<file path="src/rtl/fern_pkg.sv">
`timescale 1ns / 1ps
package fern_pkg;

  localparam int FRAC_BITS_DEF = 16;

  localparam int CHANCE_W = 7;
  localparam int PPU_W    = 11;
  localparam int ORG_W    = 12;
  localparam int SCREEN_W = 13;
  localparam int CFG_DATA_W  = 12;
  localparam int CFG_INDEX_W = 2;

  localparam int SCREEN_MAX = 4095;
  localparam int SCREEN_MIN = -4096;

  localparam logic [PPU_W-1:0] PPU_RST      = PPU_W'(80);
  localparam logic [ORG_W-1:0] X_ORIGIN_RST = ORG_W'(400);
  localparam logic [ORG_W-1:0] Y_ORIGIN_RST = ORG_W'(600);

  // draw thresholds for the map choice
  localparam logic [CHANCE_W-1:0] CHANCE_STEM     = CHANCE_W'(1);
  localparam logic [CHANCE_W-1:0] CHANCE_LEAF_MAX = CHANCE_W'(85);
  localparam logic [CHANCE_W-1:0] CHANCE_LEFT_MAX = CHANCE_W'(93);

  // depth of the queue between front and back, a power of two
  localparam int QUEUE_DEPTH = 4;

  typedef enum logic [1:0] {
    MAP_STEM,
    MAP_LEAF,
    MAP_LEFT,
    MAP_RIGHT
  } map_t;

  typedef enum logic [CFG_INDEX_W-1:0] {
    CFG_PPU,
    CFG_X_ORIGIN,
    CFG_Y_ORIGIN
  } cfg_idx_t;

  typedef struct packed {
    logic [PPU_W-1:0] ppu;
    logic [ORG_W-1:0] x_origin;
    logic [ORG_W-1:0] y_origin;
  } cfg_t;

  typedef struct packed {
    logic empty;
    map_t map;
  } qhead_t;

  // coefficient given in hundredths, rounded half away from zero to 2^-frac
  function automatic longint coef(input longint hundredths, input int frac);
    longint mag;
    longint r;
    mag = (hundredths < 0) ? -hundredths : hundredths;
    r = ((mag << frac) + 50) / 100;
    return (hundredths < 0) ? -r : r;
  endfunction

endpackage

</file>
<file path="src/rtl/fern_front.sv">
`timescale 1ns / 1ps
module fern_front (
  input  logic                             clk,
  input  logic                             rst_n,
  input  logic                             in_push,
  input  logic [fern_pkg::CHANCE_W-1:0]    in_chance,
  output logic                             in_full,
  input  logic                             head_pop,
  output fern_pkg::qhead_t                 head
);
  import fern_pkg::*;

  localparam int PTR_W = $clog2(QUEUE_DEPTH);
  localparam int CNT_W = $clog2(QUEUE_DEPTH + 1);

  map_t             map_q [QUEUE_DEPTH];
  logic [PTR_W-1:0] wr_ptr_r;
  logic [PTR_W-1:0] rd_ptr_r;
  logic [CNT_W-1:0] count_r;
  map_t             map_sel;
  logic             push_ok;
  logic             pop_ok;

  always_comb begin
    priority if (in_chance == CHANCE_STEM) begin
      map_sel = MAP_STEM;
    end else if (in_chance <= CHANCE_LEAF_MAX) begin
      map_sel = MAP_LEAF;
    end else if (in_chance <= CHANCE_LEFT_MAX) begin
      map_sel = MAP_LEFT;
    end else begin
      map_sel = MAP_RIGHT;
    end
  end

  assign in_full    = (count_r == CNT_W'(QUEUE_DEPTH));
  assign push_ok    = in_push && !in_full;
  assign pop_ok     = head_pop && (count_r != '0);
  assign head.empty = (count_r == '0);
  assign head.map   = map_q[rd_ptr_r];

  always_ff @(posedge clk) begin
    if (push_ok) begin
      map_q[wr_ptr_r] <= map_sel;
    end
  end

  always_ff @(posedge clk) begin
    if (!rst_n) begin
      wr_ptr_r <= '0;
      rd_ptr_r <= '0;
      count_r  <= '0;
    end else begin
      if (push_ok) begin
        wr_ptr_r <= wr_ptr_r + PTR_W'(1);
      end
      if (pop_ok) begin
        rd_ptr_r <= rd_ptr_r + PTR_W'(1);
      end
      if (push_ok && !pop_ok) begin
        count_r <= count_r + CNT_W'(1);
      end else if (pop_ok && !push_ok) begin
        count_r <= count_r - CNT_W'(1);
      end
    end
  end

`ifndef SYNTHESIS
  a_count_bound: assert property (@(posedge clk) disable iff (!rst_n)
    count_r <= CNT_W'(QUEUE_DEPTH))
    else $error("queue count beyond depth");

  a_push_grows: assert property (@(posedge clk) disable iff (!rst_n)
    (push_ok && !pop_ok) |=> (count_r == $past(count_r) + CNT_W'(1)))
    else $error("accepted beat not counted");

  a_pop_shrinks: assert property (@(posedge clk) disable iff (!rst_n)
    (pop_ok && !push_ok) |=> (count_r == $past(count_r) - CNT_W'(1)))
    else $error("taken beat not removed");
`endif

endmodule

</file>
<file path="config.mk">
export PLATFORM = sky130hd
export DESIGN_NAME = fern_front
export DESIGN_NICKNAME = d
export VERILOG_FILES = /design/src/rtl/fern_pkg.sv /design/src/rtl/fern_front.sv
export SDC_FILE = /design/constraint.sdc
export NUM_CORES = 1
export LEC_CHECK = 0
export BUFFER_PORTS_ARGS = -buffer_cell sky130_fd_sc_hd__buf_2
export CORE_MARGIN = 2
export CORE_UTILIZATION = 47
export DETAILED_ROUTE_END_ITERATION = 7
export GPL_ROUTABILITY_DRIVEN = 0
export PLACE_DENSITY = 0.78
export SLEW_MARGIN = 10
export SYNTH_ARGS = -nofsm -noshare
export SYNTH_HDL_FRONTEND = slang
export SYNTH_SLANG_ARGS = --single-unit
</file>
<file path="constraint.sdc">
create_clock -name clk -period 2.1 [get_ports clk]
set_input_delay 0 -clock clk [delete_from_list [all_inputs] [get_ports clk]]
set_output_delay 0 -clock clk [all_outputs]
set_load 0.005 [all_outputs]
</file>
==> results.yml, run 1 <==
timing:
  drv_slew: 0
  final_hold_viol_count: 0
  timing.final.crit_period_ps: 2000
  rsz0062_at_grt: "false"
  worst_hold_slack_ps: 33.7
  worst_slew_pin_slew_ps: 344
  fin_tns_setup_ps: 0
  finalCritPeriodShare_pct: 95.4
  worst_clock_skew_ps: 1.22
  setup_ws_ps: 96.3
  max_freq_ghz: 0.499
  slew-limit-headroom_pct: 76.7
  report.final.setup_viol: 0
worst_setup_path:
  start_kind: "flip-flop"
  r2r_slack_ps: 100
  path_max_fanout: 6
  path_class: "flip-flop to flip-flop"
  critPathRequiredTime_ps: 2310
  critPathCaptureType: "flip-flop"
  critical_path_arrival_ps: 2210
run:
  maxCapViolCount: 0
min_path:
  hold_path.class: "primary input to flip-flop"
layout:
  fin_nets: 106
  drive_above_1_share_pct: 31.8
  diodes: 0
  syn2layout_area_growth_pct: 17.8
  final_cell_area_sq_um: 1000
  fillCellCount: 143
  fin_util_pct: 58.5
die:
  die_height_um: 46.5
  io-pin-count: 15
  die_x_um: 46.5
  start_util_pct: 49.7
  core_sq_um: 1710
  std_cell_rows: 15
  dieArea_sq_um: 2160
global_routing:
  grt_overflow_total: 0
  grt_max_degree: 11
  grt_pass1_wl_mm: 2.26
  grt_pass1_vias: 527
  gr-usage-all-layers_pct: 15.0
  antenna_found_initial: 0
clocking:
  path_clk_slew_ps: 90
  cts.sinks: 17
  htree_levels: 1
  clk_latency_ps: 280
  cts_inserted_buffers: 3
  clk_path_buf_depth: 2
  cts_root_buffer: "clkbuf_4"
  cts_tree: "done"
drt:
  via_count: 546
  ant_nets: 0
  drc_errors: 0
  wirelength_mm: 1.31
  drtPass1Iterations: 2
  wl_per_cell_um: 11.6
  drtIter0Drc: 1
  avgViaCountPerCell: 4.83
synthesis:
  synth_enable_flop_cells: 8
  synthTopCellsByArea: "edfxtp_1, dfxtp_1, ha_1"
  synth_nets: 86
  yosys-top-cells-count: "dfxtp_1, and2_1, edfxtp_1, nand2_1, ha_1"
  syn_inst: 69
  synth-main-ff-cell: "dfxtp_1"
  yosysTopAreaCellShare_pct: 28.3
  ys_warn_count: 0
  yosysTopAreaCell: "edfxtp_1"
  yosysMostFrequentCell: "dfxtp_1"
  synth_cell_types: 27
  ys_ff_latch: 17
  postSynthAreaPerCell_sq_um: 12.3
  yosysSeqAreaShare_pct: 49.6
  synthArstFlopShare_pct: 0
  synth_area_sq_um: 848
place:
  io_buffers: 14
  place_hpwl_mm: 1.03
  place_ws_ps: 5.30
  place_area_sq_um: 950
outcome:
  status: "completed"
pwr:
  vdd_drop_max_v: 0.000616
  p_per_area_nw_per_um2: 1010
  leakage_nw: 0.394
repair_timing:
action	4_1_cts	5_1_grt
hold buffers	0	0
pin swaps	0	0
gates resized for setup	2	4
buffers inserted	0	1
endpoints found under the setup margin	1	1
critical path, stage by stage, from the launching register on:
cell and delay [ps]:
dfxtp_4 380, nor3b_2 160, nor2b_1 160, ha_2 210, inv_1 50, fa_1 380, xor2_1 160, or3_1 300
a21boi_1 130
metrics by stage:
stage | std cells | total power, mW
2_1_floorplan | 69 | 0.720
6_report | 113 | 1.01
4_1_cts | 112 | 1.00
3_5_place_dp | 108 | 0.820
5_1_grt | 113 | 1.08
3_3_place_gp | 108 | 0.807
cell type report:
cell class | count | area (sq um) | area share [%]
clock buffer | 4 | 26.3 | 2.63
inverter | 4 | 15.0 | 1.50
multi-input combinational | 46 | 409 | 40.9
sequential | 17 | 425 | 42.6
tap | 25 | 31.3 | 3.13
timing repair buffer | 17 | 92.6 | 9.26
worst paths after layout:
check / startpoint / endpoint / cells after the start
setup / recovery: count_r[2] / count_r[2] / 8
hold / removal: rst_n / count_r[2] / 2
setup reg to reg: count_r[2] / count_r[2] / 8
hold reg to reg: wr_ptr_r[1] / wr_ptr_r[1] / 2
cell families after synthesis:
group | share of synthesized area [%]
AND/OR/NAND/NOR | 15.5
flip-flops | 49.6
AO/OA/AOI/OAI | 7.67
buffers and inverters | 3.54
adder cells (fa/ha/maj) | 9.73
XOR/XNOR | 5.16
multiplexers | 8.85
where the power goes:
part           internal (mW)  switching (mW)
logic                  0.205           0.149
registers              0.420          0.0679
clock network         0.0736          0.0934
placed cells by master (no fill, tap or decap):
master / count
nor4_2: 1
dfxtp_2: 1
mux4_2: 2
nor2b_1: 2
buf_4: 3
buf_2: 14
o21a_1: 1
nand2_1: 6
xor2_1: 1
and2_1: 8
xnor2_1: 4
o21ai_1: 1
edfxtp_1: 8
ha_1: 4
inv_1: 4
or4b_1: 1
o21ai_0: 2
or3_1: 1
clkbuf_1: 1
clkbuf_4: 3
dfxtp_1: 7
a21oi_1: 1
mux2i_1: 3
fa_1: 1
dfxtp_4: 1
nor3b_2: 1
o311ai_1: 1
a41oi_1: 1
o31ai_4: 1
a21boi_1: 1
ha_2: 1
nor3_1: 1
per-layer routing:
metal,track usage (%),wire [um],vias to the layer above
li1,-,-,282
met1,17.8,586,254
met2,25.3,675,8
met3,3.53,39,2
met4,6.86,11,0
met5,0,0,-
Power figures use the tool's default switching activity.
==> inputs of run 2 (changes only) <==
Settings changed: CORE_MARGIN 2 to not set.
==> run 2 against run 1 <==
- global-route usage is 0.076 points higher
- critical path depth stayed put
- core utilization is 4.4 points higher
- sequential share of layout area hardly changed
- sequential power hardly changed
- clock power is 2% higher
- register-to-register slack better by 40 ps
- combinational power hardly changed
- clock skew is 5.7 ps higher
- power is 0.77% higher
- non-clock buffer count stayed put
- critical endpoint unchanged
- largest cell class unchanged
- largest power group unchanged
==> results.yml, run 2 (synthesized netlist as in run 1, its figures left out) <==
worst_setup_path:
  r2r_start: "count_r[2]"
  cp-endpoint: "count_r[2]"
  critPathRequiredTime_ps: 2320
  slowest_delay_ps: 380
  cp_slowest_cell: "dfxtp_4"
  path_buf_inv: 1
  cp_top_family: "simple AND/OR/NAND/NOR gates"
  critPathCaptureType: "flip-flop"
  start_kind: "flip-flop"
  r2r_slack_ps: 130
  path_cells: "nor3b_2 -> nor2b_2 -> ha_2 -> inv_1 -> fa_1 -> xor2_1 -> or3_1 -> a21boi_1"
  timing.rr.end: "count_r[2]"
  cp.depth: 8
  critical_path_arrival_ps: 2190
  reg2reg_depth: 8
  path_max_fanout: 6
  critPathLaunch: "count_r[2]"
  path_class: "flip-flop to flip-flop"
die:
  std_cell_rows: 14
  die_x_um: 44.5
  die_height_um: 44.5
  dieArea_sq_um: 1980
  io-pin-count: 15
  core_sq_um: 1590
  start_util_pct: 53.2
layout:
  drive_above_1_share_pct: 35.2
  syn2layout_area_growth_pct: 18.3
  fillCellCount: 119
  diodes: 0
  final_common_cell: "buf_2"
  layout_common_cells: "buf_2, and2_1, edfxtp_1"
  fin_nets: 106
timing:
  rsz0062_at_grt: "false"
  worst_slew_pin_slew_ps: 383
  fin_tns_setup_ps: 0
  slew-limit-headroom_pct: 74.2
  drv_slew: 0
  max_freq_ghz: 0.508
  worst_clock_skew_ps: 6.93
  report.final.setup_viol: 0
  finalCritPeriodShare_pct: 93.7
  final_hold_viol_count: 0
  timing.final.crit_period_ps: 1970
drt:
  wirelength_mm: 1.29
  drtPass1Iterations: 4
  ant_nets: 0
  drc_errors: 0
  avgViaCountPerCell: 4.88
  drtIter0Drc: 13
  wl_per_cell_um: 11.5
  via_count: 547
global_routing:
  grt_pass1_wl_mm: 2.15
  grt_pass1_vias: 497
  antenna_found_initial: 0
  gr-usage-all-layers_pct: 15.1
  grt_max_degree: 11
  grt_overflow_total: 0
pwr:
  seqPwrFrac_pct: 48.3
  swShare_pct: 31.4
  leakage_nw: 0.398
  p_int_mw: 0.697
  total_power_mw: 1.02
  comb_power_share_pct: 34.9
  clock_power_share_pct: 16.8
  power.switching_mw: 0.319
  vdd_drop_max_v: 0.000703
  p_per_area_nw_per_um2: 1010
clocking:
  cts.sinks: 17
  cts_inserted_buffers: 3
  clk_latency_ps: 290
  cts_tree: "done"
  clk_path_buf_depth: 2
  cts_root_buffer: "clkbuf_4"
  path_clk_slew_ps: 100
  hold_buffers: 0
  htree_levels: 1
place:
  io_buffers: 14
  place_hpwl_mm: 1.01
run:
  maxCapViolCount: 0
min_path:
  hold_path.class: "primary input to flip-flop"
outcome:
  status: "completed"
==> run 2: worst min-delay path by stage <==
stage                             from     endpoint  slack [ps]  depth (start not counted)
after global routing             rst_n   count_r[2]          30                          2
after detailed placement         rst_n   count_r[0]         350                          2
final                            rst_n   count_r[2]          30                          2
after floorplan           in_chance[6]  map_q[0][1]         290                          2
after global placement           rst_n  wr_ptr_r[1]         340                          3
after CTS                        rst_n   count_r[2]          30                          2
==> run 2: power groups by stage <==
stage	registers [mW]	clock network, mW	logic, mW
after floorplan	0.478	0	0.241
after global placement	0.483	0	0.326
after CTS	0.480	0.174	0.338
after detailed placement	0.486	0	0.335
final	0.491	0.171	0.355
after global routing	0.502	0.188	0.401
==> run 2: repair_timing <==
item	in CTS	in global routing
endpoints found under the setup margin	0	1
hold endpoints to repair	0	0
resized for setup	0	8
setup buffers	0	1
==> run 2: layer usage <==
metal / wire length, um / part of all wire (%) / GRT usage (%) / vias up
met2: 625 / 49 / 23.2 / 9
met4: 10 / 0.78 / 5.45 / 0
met1: 608 / 47 / 20.6 / 253
li1: - / - / - / 283
met5: 0 / 0 / 0 / -
met3: 43 / 3.3 / 3.67 / 2
==> run 2: through the flow <==
stage | hold WS [ps] | util (%) | setup WS, ps | cell area [sq um] | instances
after global placement | 337 | 59.5 | 95.8 | 948 | 107
after global routing | 32.2 | 63.0 | 41.4 | 1000 | 112
after CTS | 34.7 | 61.2 | 2.56 | 976 | 111
after detailed placement | 348 | 59.5 | 15.6 | 948 | 107
after floorplan | 290 | - | 64.2 | 848 | 69
final | 27.2 | 63.0 | 132 | 1000 | 112
==> run 2: area by class of cell <==
type	count	area [sq um]	area share (%)
flip-flops and latches	17	427	42.5
multi-input cells	46	412	41.0
repair buffers	17	92.6	9.23
well taps	24	30.0	2.99
clock buffers	3	22.5	2.24
inverters	4	15.0	1.50
clock inverters	1	5.00	0.499
