--- config.mk ---
export PLATFORM = sky130hd
export DESIGN_NAME = fern_back
export DESIGN_NICKNAME = d
export VERILOG_FILES = /design/src/rtl/fern_pkg.sv /design/src/rtl/fern_back.sv
export SDC_FILE = /design/constraint.sdc
export NUM_CORES = 2
export LEC_CHECK = 0
export BUFFER_PORTS_ARGS = -buffer_cell sky130_fd_sc_hd__buf_2
export CORE_MARGIN = 10
export CORE_UTILIZATION = 60
export DETAILED_ROUTE_END_ITERATION = 7
export PLACE_DENSITY = 0.76
export SLEW_MARGIN = 0
export SYNTH_ARGS = -nofsm -noshare
export SYNTH_HDL_FRONTEND = slang
export SYNTH_SLANG_ARGS = --single-unit
--- constraint.sdc ---
create_clock -name clk -period 10.95 [get_ports clk]
set_input_delay 0.5475 -clock clk [delete_from_list [all_inputs] [get_ports clk]]
set_output_delay 0.5475 -clock clk [all_outputs]
set_load 0.05 [all_outputs]
--- src/rtl/fern_pkg.sv ---
`timescale 1ns / 1ps
package fern_pkg;

  localparam int FRAC_BITS_DEF = 16;

  localparam int CHANCE_W = 7;
  localparam int PPU_W    = 11;
  localparam int ORG_W    = 12;
  localparam int SCREEN_W = 13;
  localparam int CFG_DATA_W  = 12;
  localparam int CFG_INDEX_W = 2;

  localparam int SCREEN_MAX = 4095;
  localparam int SCREEN_MIN = -4096;

  localparam logic [PPU_W-1:0] PPU_RST      = PPU_W'(80);
  localparam logic [ORG_W-1:0] X_ORIGIN_RST = ORG_W'(400);
  localparam logic [ORG_W-1:0] Y_ORIGIN_RST = ORG_W'(600);

  // draw thresholds for the map choice
  localparam logic [CHANCE_W-1:0] CHANCE_STEM     = CHANCE_W'(1);
  localparam logic [CHANCE_W-1:0] CHANCE_LEAF_MAX = CHANCE_W'(85);
  localparam logic [CHANCE_W-1:0] CHANCE_LEFT_MAX = CHANCE_W'(93);

  // depth of the queue between front and back, a power of two
  localparam int QUEUE_DEPTH = 4;

  typedef enum logic [1:0] {
    MAP_STEM,
    MAP_LEAF,
    MAP_LEFT,
    MAP_RIGHT
  } map_t;

  typedef enum logic [CFG_INDEX_W-1:0] {
    CFG_PPU,
    CFG_X_ORIGIN,
    CFG_Y_ORIGIN
  } cfg_idx_t;

  typedef struct packed {
    logic [PPU_W-1:0] ppu;
    logic [ORG_W-1:0] x_origin;
    logic [ORG_W-1:0] y_origin;
  } cfg_t;

  typedef struct packed {
    logic empty;
    map_t map;
  } qhead_t;

  // coefficient given in hundredths, rounded half away from zero to 2^-frac
  function automatic longint coef(input longint hundredths, input int frac);
    longint mag;
    longint r;
    mag = (hundredths < 0) ? -hundredths : hundredths;
    r = ((mag << frac) + 50) / 100;
    return (hundredths < 0) ? -r : r;
  endfunction

endpackage

--- src/rtl/fern_back.sv ---
`timescale 1ns / 1ps
module fern_back #(
  parameter int FRAC_BITS = fern_pkg::FRAC_BITS_DEF
) (
  input  logic                                 clk,
  input  logic                                 rst_n,
  input  fern_pkg::cfg_t                       cfg,
  input  fern_pkg::qhead_t                     head,
  output logic                                 head_pop,
  input  logic                                 out_pop,
  output logic                                 out_empty,
  output logic signed [fern_pkg::SCREEN_W-1:0] out_screen_x,
  output logic signed [fern_pkg::SCREEN_W-1:0] out_screen_y,
  output logic [1:0]                           out_map_index
);
  import fern_pkg::*;

  localparam int W   = FRAC_BITS + 6;   // world point, Q5.FRAC_BITS
  localparam int CW  = FRAC_BITS + 2;   // coefficients, |c| < 2
  localparam int PW  = W + CW;
  localparam int SW  = PW + 2;
  localparam int SP  = W + PPU_W + 1;
  localparam int SSW = SP + 2;

  localparam logic signed [SW-1:0] WORLD_MAX_S = SW'((longint'(1) << (W - 1)) - 1);
  localparam logic signed [SW-1:0] WORLD_MIN_S = -WORLD_MAX_S - SW'(1);
  localparam logic signed [SSW-1:0] SCR_MAX_S  = SSW'(SCREEN_MAX);
  localparam logic signed [SSW-1:0] SCR_MIN_S  = SSW'(SCREEN_MIN);
  localparam logic signed [SSW-1:0] TRUNC_BIAS = SSW'((longint'(1) << FRAC_BITS) - 1);

  localparam logic signed [CW-1:0] K_ZERO    = '0;
  localparam logic signed [CW-1:0] K_STEM_BY = CW'(coef(16, FRAC_BITS));
  localparam logic signed [CW-1:0] K_LEAF_AX = CW'(coef(85, FRAC_BITS));
  localparam logic signed [CW-1:0] K_LEAF_BX = CW'(coef(4, FRAC_BITS));
  localparam logic signed [CW-1:0] K_LEAF_AY = CW'(coef(-4, FRAC_BITS));
  localparam logic signed [CW-1:0] K_LEAF_BY = CW'(coef(85, FRAC_BITS));
  localparam logic signed [CW-1:0] K_LEAF_OY = CW'(coef(160, FRAC_BITS));
  localparam logic signed [CW-1:0] K_LEFT_AX = CW'(coef(20, FRAC_BITS));
  localparam logic signed [CW-1:0] K_LEFT_BX = CW'(coef(-26, FRAC_BITS));
  localparam logic signed [CW-1:0] K_LEFT_AY = CW'(coef(23, FRAC_BITS));
  localparam logic signed [CW-1:0] K_LEFT_BY = CW'(coef(22, FRAC_BITS));
  localparam logic signed [CW-1:0] K_LEFT_OY = CW'(coef(160, FRAC_BITS));
  localparam logic signed [CW-1:0] K_RGHT_AX = CW'(coef(-15, FRAC_BITS));
  localparam logic signed [CW-1:0] K_RGHT_BX = CW'(coef(28, FRAC_BITS));
  localparam logic signed [CW-1:0] K_RGHT_AY = CW'(coef(26, FRAC_BITS));
  localparam logic signed [CW-1:0] K_RGHT_BY = CW'(coef(24, FRAC_BITS));
  localparam logic signed [CW-1:0] K_RGHT_OY = CW'(coef(44, FRAC_BITS));

  typedef enum logic [1:0] {
    S_IDLE,
    S_SUM,
    S_SCALE,
    S_OUT
  } state_t;

  state_t                      state_r;
  map_t                        map_r;
  logic signed [W-1:0]         world_x_r;
  logic signed [W-1:0]         world_y_r;
  logic signed [PW-1:0]        pxa_r, pxb_r, pya_r, pyb_r;
  logic signed [CW-1:0]        oy_r;
  logic signed [SP-1:0]        sxp_r, syp_r;
  logic                        out_valid_r;
  logic signed [SCREEN_W-1:0]  screen_x_r, screen_y_r;
  map_t                        out_map_r;

  logic signed [CW-1:0]        ax, bx, ay, by, oy;
  logic signed [SW-1:0]        sum_x, sum_y, fl_x, fl_y;
  logic signed [W-1:0]         world_x_nxt, world_y_nxt;
  logic signed [PPU_W:0]       ppu_s;
  logic signed [ORG_W:0]       xo_s, yo_s;
  logic signed [SSW-1:0]       sxn, syn, sxt, syt;
  logic signed [SCREEN_W-1:0]  screen_x_nxt, screen_y_nxt;
  logic                        out_load;

  // map coefficients; every x offset is zero
  always_comb begin
    unique case (head.map)
      MAP_STEM: begin
        ax = K_ZERO;    bx = K_ZERO;    ay = K_ZERO;    by = K_STEM_BY; oy = K_ZERO;
      end
      MAP_LEAF: begin
        ax = K_LEAF_AX; bx = K_LEAF_BX; ay = K_LEAF_AY; by = K_LEAF_BY; oy = K_LEAF_OY;
      end
      MAP_LEFT: begin
        ax = K_LEFT_AX; bx = K_LEFT_BX; ay = K_LEFT_AY; by = K_LEFT_BY; oy = K_LEFT_OY;
      end
      MAP_RIGHT: begin
        ax = K_RGHT_AX; bx = K_RGHT_BX; ay = K_RGHT_AY; by = K_RGHT_BY; oy = K_RGHT_OY;
      end
    endcase
  end

  // floor to the world grid, then clamp
  always_comb begin
    sum_x = SW'(pxa_r) + SW'(pxb_r);
    sum_y = SW'(pya_r) + SW'(pyb_r) + (SW'(oy_r) <<< FRAC_BITS);
    fl_x  = sum_x >>> FRAC_BITS;
    fl_y  = sum_y >>> FRAC_BITS;
    if (fl_x > WORLD_MAX_S) begin
      world_x_nxt = WORLD_MAX_S[W-1:0];
    end else if (fl_x < WORLD_MIN_S) begin
      world_x_nxt = WORLD_MIN_S[W-1:0];
    end else begin
      world_x_nxt = fl_x[W-1:0];
    end
    if (fl_y > WORLD_MAX_S) begin
      world_y_nxt = WORLD_MAX_S[W-1:0];
    end else if (fl_y < WORLD_MIN_S) begin
      world_y_nxt = WORLD_MIN_S[W-1:0];
    end else begin
      world_y_nxt = fl_y[W-1:0];
    end
  end

  assign ppu_s = $signed({1'b0, cfg.ppu});
  assign xo_s  = $signed({1'b0, cfg.x_origin});
  assign yo_s  = $signed({1'b0, cfg.y_origin});

  // screen position, truncated toward zero, then clamped
  always_comb begin
    sxn = SSW'(sxp_r) + (SSW'(xo_s) <<< FRAC_BITS);
    syn = (SSW'(yo_s) <<< FRAC_BITS) - SSW'(syp_r);
    sxt = (sxn + (sxn[SSW-1] ? TRUNC_BIAS : SSW'(0))) >>> FRAC_BITS;
    syt = (syn + (syn[SSW-1] ? TRUNC_BIAS : SSW'(0))) >>> FRAC_BITS;
    if (sxt > SCR_MAX_S) begin
      screen_x_nxt = SCR_MAX_S[SCREEN_W-1:0];
    end else if (sxt < SCR_MIN_S) begin
      screen_x_nxt = SCR_MIN_S[SCREEN_W-1:0];
    end else begin
      screen_x_nxt = sxt[SCREEN_W-1:0];
    end
    if (syt > SCR_MAX_S) begin
      screen_y_nxt = SCR_MAX_S[SCREEN_W-1:0];
    end else if (syt < SCR_MIN_S) begin
      screen_y_nxt = SCR_MIN_S[SCREEN_W-1:0];
    end else begin
      screen_y_nxt = syt[SCREEN_W-1:0];
    end
  end

  assign head_pop = (state_r == S_IDLE) && !head.empty;
  assign out_load = (state_r == S_OUT) && (!out_valid_r || out_pop);

  always_ff @(posedge clk) begin
    if (!rst_n) begin
      state_r     <= S_IDLE;
      world_x_r   <= '0;
      world_y_r   <= '0;
      out_valid_r <= 1'b0;
    end else begin
      if (out_valid_r && out_pop && !out_load) begin
        out_valid_r <= 1'b0;
      end
      unique case (state_r)
        S_IDLE: begin
          if (!head.empty) begin
            map_r   <= head.map;
            pxa_r   <= PW'(ax) * PW'(world_x_r);
            pxb_r   <= PW'(bx) * PW'(world_y_r);
            pya_r   <= PW'(ay) * PW'(world_x_r);
            pyb_r   <= PW'(by) * PW'(world_y_r);
            oy_r    <= oy;
            state_r <= S_SUM;
          end
        end
        S_SUM: begin
          world_x_r <= world_x_nxt;
          world_y_r <= world_y_nxt;
          state_r   <= S_SCALE;
        end
        S_SCALE: begin
          sxp_r   <= SP'(world_x_r) * SP'(ppu_s);
          syp_r   <= SP'(world_y_r) * SP'(ppu_s);
          state_r <= S_OUT;
        end
        S_OUT: begin
          // wait here while the previous result is still held
          if (out_load) begin
            screen_x_r  <= screen_x_nxt;
            screen_y_r  <= screen_y_nxt;
            out_map_r   <= map_r;
            out_valid_r <= 1'b1;
            state_r     <= S_IDLE;
          end
        end
      endcase
    end
  end

  assign out_empty     = !out_valid_r;
  assign out_screen_x  = screen_x_r;
  assign out_screen_y  = screen_y_r;
  assign out_map_index = out_map_r;

`ifndef SYNTHESIS
  a_world_hold: assert property (@(posedge clk) disable iff (!rst_n)
    (state_r != S_SUM) |=> ($stable(world_x_r) && $stable(world_y_r)))
    else $error("world point moved outside the update step");

  a_stem_zero_x: assert property (@(posedge clk) disable iff (!rst_n)
    (state_r == S_SUM && map_r == MAP_STEM) |=> (world_x_r == '0))
    else $error("stem map left a nonzero x");

  a_pop_only_idle: assert property (@(posedge clk) disable iff (!rst_n)
    head_pop |=> (state_r == S_SUM))
    else $error("queue head taken without starting an update");
`endif

endmodule
==> results.yml <==
sta:
  finalSetupTns_ns: 0
  hold_viol: 0
  setup_violations: 0
  fin_skew_ns: 0.0179
  tightest_slew_ns: 1.33
  relSlewSlack_pct: 11.1
  fmax_ghz: 0.111
  fin_crit_sh_pct: 82.0
  slew_violations: 0
  final.min_clock_period_ns: 8.98
  rsz0062_at_grt: "no"
cells_and_area:
  syn2layout_area_growth_pct: 4.56
  num-fill-cells: 10900
  regArea_mm2: 0.00878
  fin_nets: 11000
  multi_input_area_mm2: 0.0630
  drive_gt1_share_pct: 3.16
yosys:
  synth_cell_types: 91
  synth_area_leaders: "fa_1 45%, ha_1 13%, inv_1 11%"
  ys_seq_area_share_pct: 10.8
  ys_dominant_reg_cell: "edfxtp_1"
  synth_edf_count: 261
  synth.cell_area_mm2: 0.0814
  synth_top_area_cell: "fa_1"
  syn_area_per_cell_um2: 9.82
  synth_top_area_share_pct: 44.6
  async_flop_share_pct: 0
  yosys_register_bits: 308
  ys_warn_count: 0
  netlist_instances: 8285
floorplan:
  row_count: 135
  initial_core_util_pct: 60.2
  die_area_mm2: 0.151
  coreArea_mm2: 0.135
  die_x_um: 388
  num_io_pins: 71
  dieHeight_um: 388
routing:
  vias_per_cell: 5.55
  drc: 0
  ant_nets: 0
  wire_per_inst_um: 20.5
  vias: 56000
  dr.pass1.iters: 6
  drt-initial-drc-count: 4033
  routed_wirelength_um: 207000
grt:
  grt_max_degree: 69
  antenna_found_initial: 6
  grt_pass1_wl_um: 333000
  grt_pass1_vias: 61500
  grt.overflow.total: 0
  grt_usage_pct: 28.2
clock_tree:
  root_buffer: "clkbuf_16"
  clk_latency_ns: 0.60
  post-cts-setup-buffer-count: 0
  h-tree-depth: 2
  cts_tree: "built"
  hold_buffers: 0
  cts_resized: 0
  clkTransAtPathRegs_ns: 0.06
  cts_buffers: 39
  clkSinkCount: 308
  cts.path.max_buffers: 3
outcome:
  status: "complete, no violations"
worst_setup_path:
  crit_fanout: 38
  crit_path_start_kind: "input pin"
  crit_required_ns: 11.38
  arrival_ns: 9.41
  end_kind: "register"
  path_class: "input pin to register"
worst_hold_path:
  hold_path.class: "input pin to register"
placement:
  port_buffers: 70
  gp_congestion: 0.967
  hpwlAfterDp_um: 176000
flow_run:
  max-cap-violations: 0
==> worst paths after layout <==
check | slack (ns) | to | start | cells past startpoint
max | 1.97 | pxb_r[39]$_DFFE_PP_ | head[0] | 26
min | 0.30 | state_r[0]$_SDFFE_PN0P_ | head[2] | 4
max reg2reg | 2.41 | pxa_r[39]$_DFFE_PP_ | world_x_r[17]$_SDFFE_PN0N_ | 24
min reg2reg | 0.42 | out_map_index[0]$_DFFE_PP_ | map_r[0]$_DFFE_PP_ | 0
==> cell families (layout without fill, tap and decap cells) <==
family	after synthesis	after routing	synth area share (%)
adder cells (fa/ha/maj)	2638	2638	57.3
buffers and inverters	2578	2577	11.9
AND/OR/NAND/NOR	1622	1622	9.96
AO/OA/AOI/OAI	796	796	6.39
XOR/XNOR	335	335	3.61
flip-flops	308	308	10.8
multiplexers	6	6	0.0753
other	2	23	0.00923
==> routing by layer <==
layer  up-vias  GRT usage (%)  part of all wire [%]
li1      24900              -                     -
met5         -              0                     0
met1     28400           35.1                    38
met4         0           15.2                   6.7
met3       497           5.42                   8.0
met2      2190           46.7                    48
==> cells in the final DEF (no fill, tap or decap), types with 52 or more instances in the layout <==
cell | Yosys | layout
a21o_1 | 110 | 110
a21oi_1 | 221 | 221
and2_1 | 366 | 364
buf_2 | 4 | 70
buf_4 | 0 | 81
edfxtp_1 | 261 | 261
fa_1 | 1813 | 1813
ha_1 | 825 | 820
inv_1 | 2354 | 2354
nand2_1 | 570 | 570
nand2b_1 | 111 | 111
nand3_1 | 58 | 58
nor2_1 | 243 | 242
nor2b_1 | 75 | 75
o21a_1 | 52 | 52
o21ai_0 | 146 | 146
xnor2_1 | 256 | 256
xor2_1 | 78 | 78
==> state kept, by name, summed over array words and instances, names as in the netlist <==
| register | cells |
|---|---|
| out_valid_r | 1 |
| pxb_r | 40 |
| out_screen_x | 13 |
| map_r | 2 |
| world_x_r | 22 |
| world_y_r | 22 |
| sxp_r | 34 |
| pyb_r | 40 |
| state_r | 2 |
| pya_r | 40 |
| pxa_r | 40 |
| out_map_index | 2 |
| syp_r | 34 |
| out_screen_y | 13 |
| oy_r | 3 |
==> critical path, cell delays in order <==
cell      delay, ns
buf_2          0.55
inv_1          0.31
ha_2           1.15
buf_4          0.42
and2_1         0.20
inv_1          0.11
fa_1           0.50
fa_1           0.53
inv_1          0.05
ha_1           0.31
fa_1           0.51
inv_1          0.06
fa_1           0.52
inv_1          0.05
fa_1           0.43
ha_1           0.22
a211o_1        0.25
o311ai_0       0.60
a211oi_1       0.31
o311a_1        0.46
o21ai_0        0.40
a2111o_1       0.25
a31oi_1        0.10
o21ai_0        0.23
a21oi_1        0.10
a31oi_1        0.17
==> stage by stage <==
stage          utilization [%]  setup WS [ns]  cells  cell area, um2  hold slack (ns)
2_1_floorplan                -           3.13   8304           81500            0.400
3_3_place_gp              62.0           1.86  10000           83800            0.403
3_5_place_dp              62.0           1.67  10000           83800            0.418
4_1_cts                   63.0           2.25  10100           85100            0.257
5_1_grt                   63.0           1.54  10100           85100            0.298
6_report                  63.0           1.97  10100           85100            0.295
==> layout make-up <==
cell class              count  share of cell area, %
inverters                2356                   10.4
diodes                      2                0.00588
multi-input cells        5418                   74.1
clock inverters            19                  0.234
well taps                1781                   2.62
repair buffers            151                   1.13
flip-flops and latches    308                   10.3
clock buffers              51                   1.25
==> cells in the mapped netlist (13+ instances only) <==
library cell     n
or2_2           22
a31oi_1         29
nand3_1         58
fa_1          1813
inv_1         2354
buf_1           13
ha_1           825
xnor2_1        256
o21ai_0        146
nand4_1         26
a21o_1         110
xor2_1          78
o21a_1          52
edfxtp_1       261
nor2b_1         75
or3_1           22
a221o_1         22
nor2_1         243
and2_1         366
a211oi_1        29
o21bai_1        41
and3_1          23
o21ai_1         13
clkbuf_1       203
dfxtp_1         47
nand2b_1       111
nand2_1        570
nor4_1          20
nor3_1          45
a21oi_1        221
Power is not shown: default switching activity piles up to over one toggle a cycle in this logic, so the estimate is an artifact.
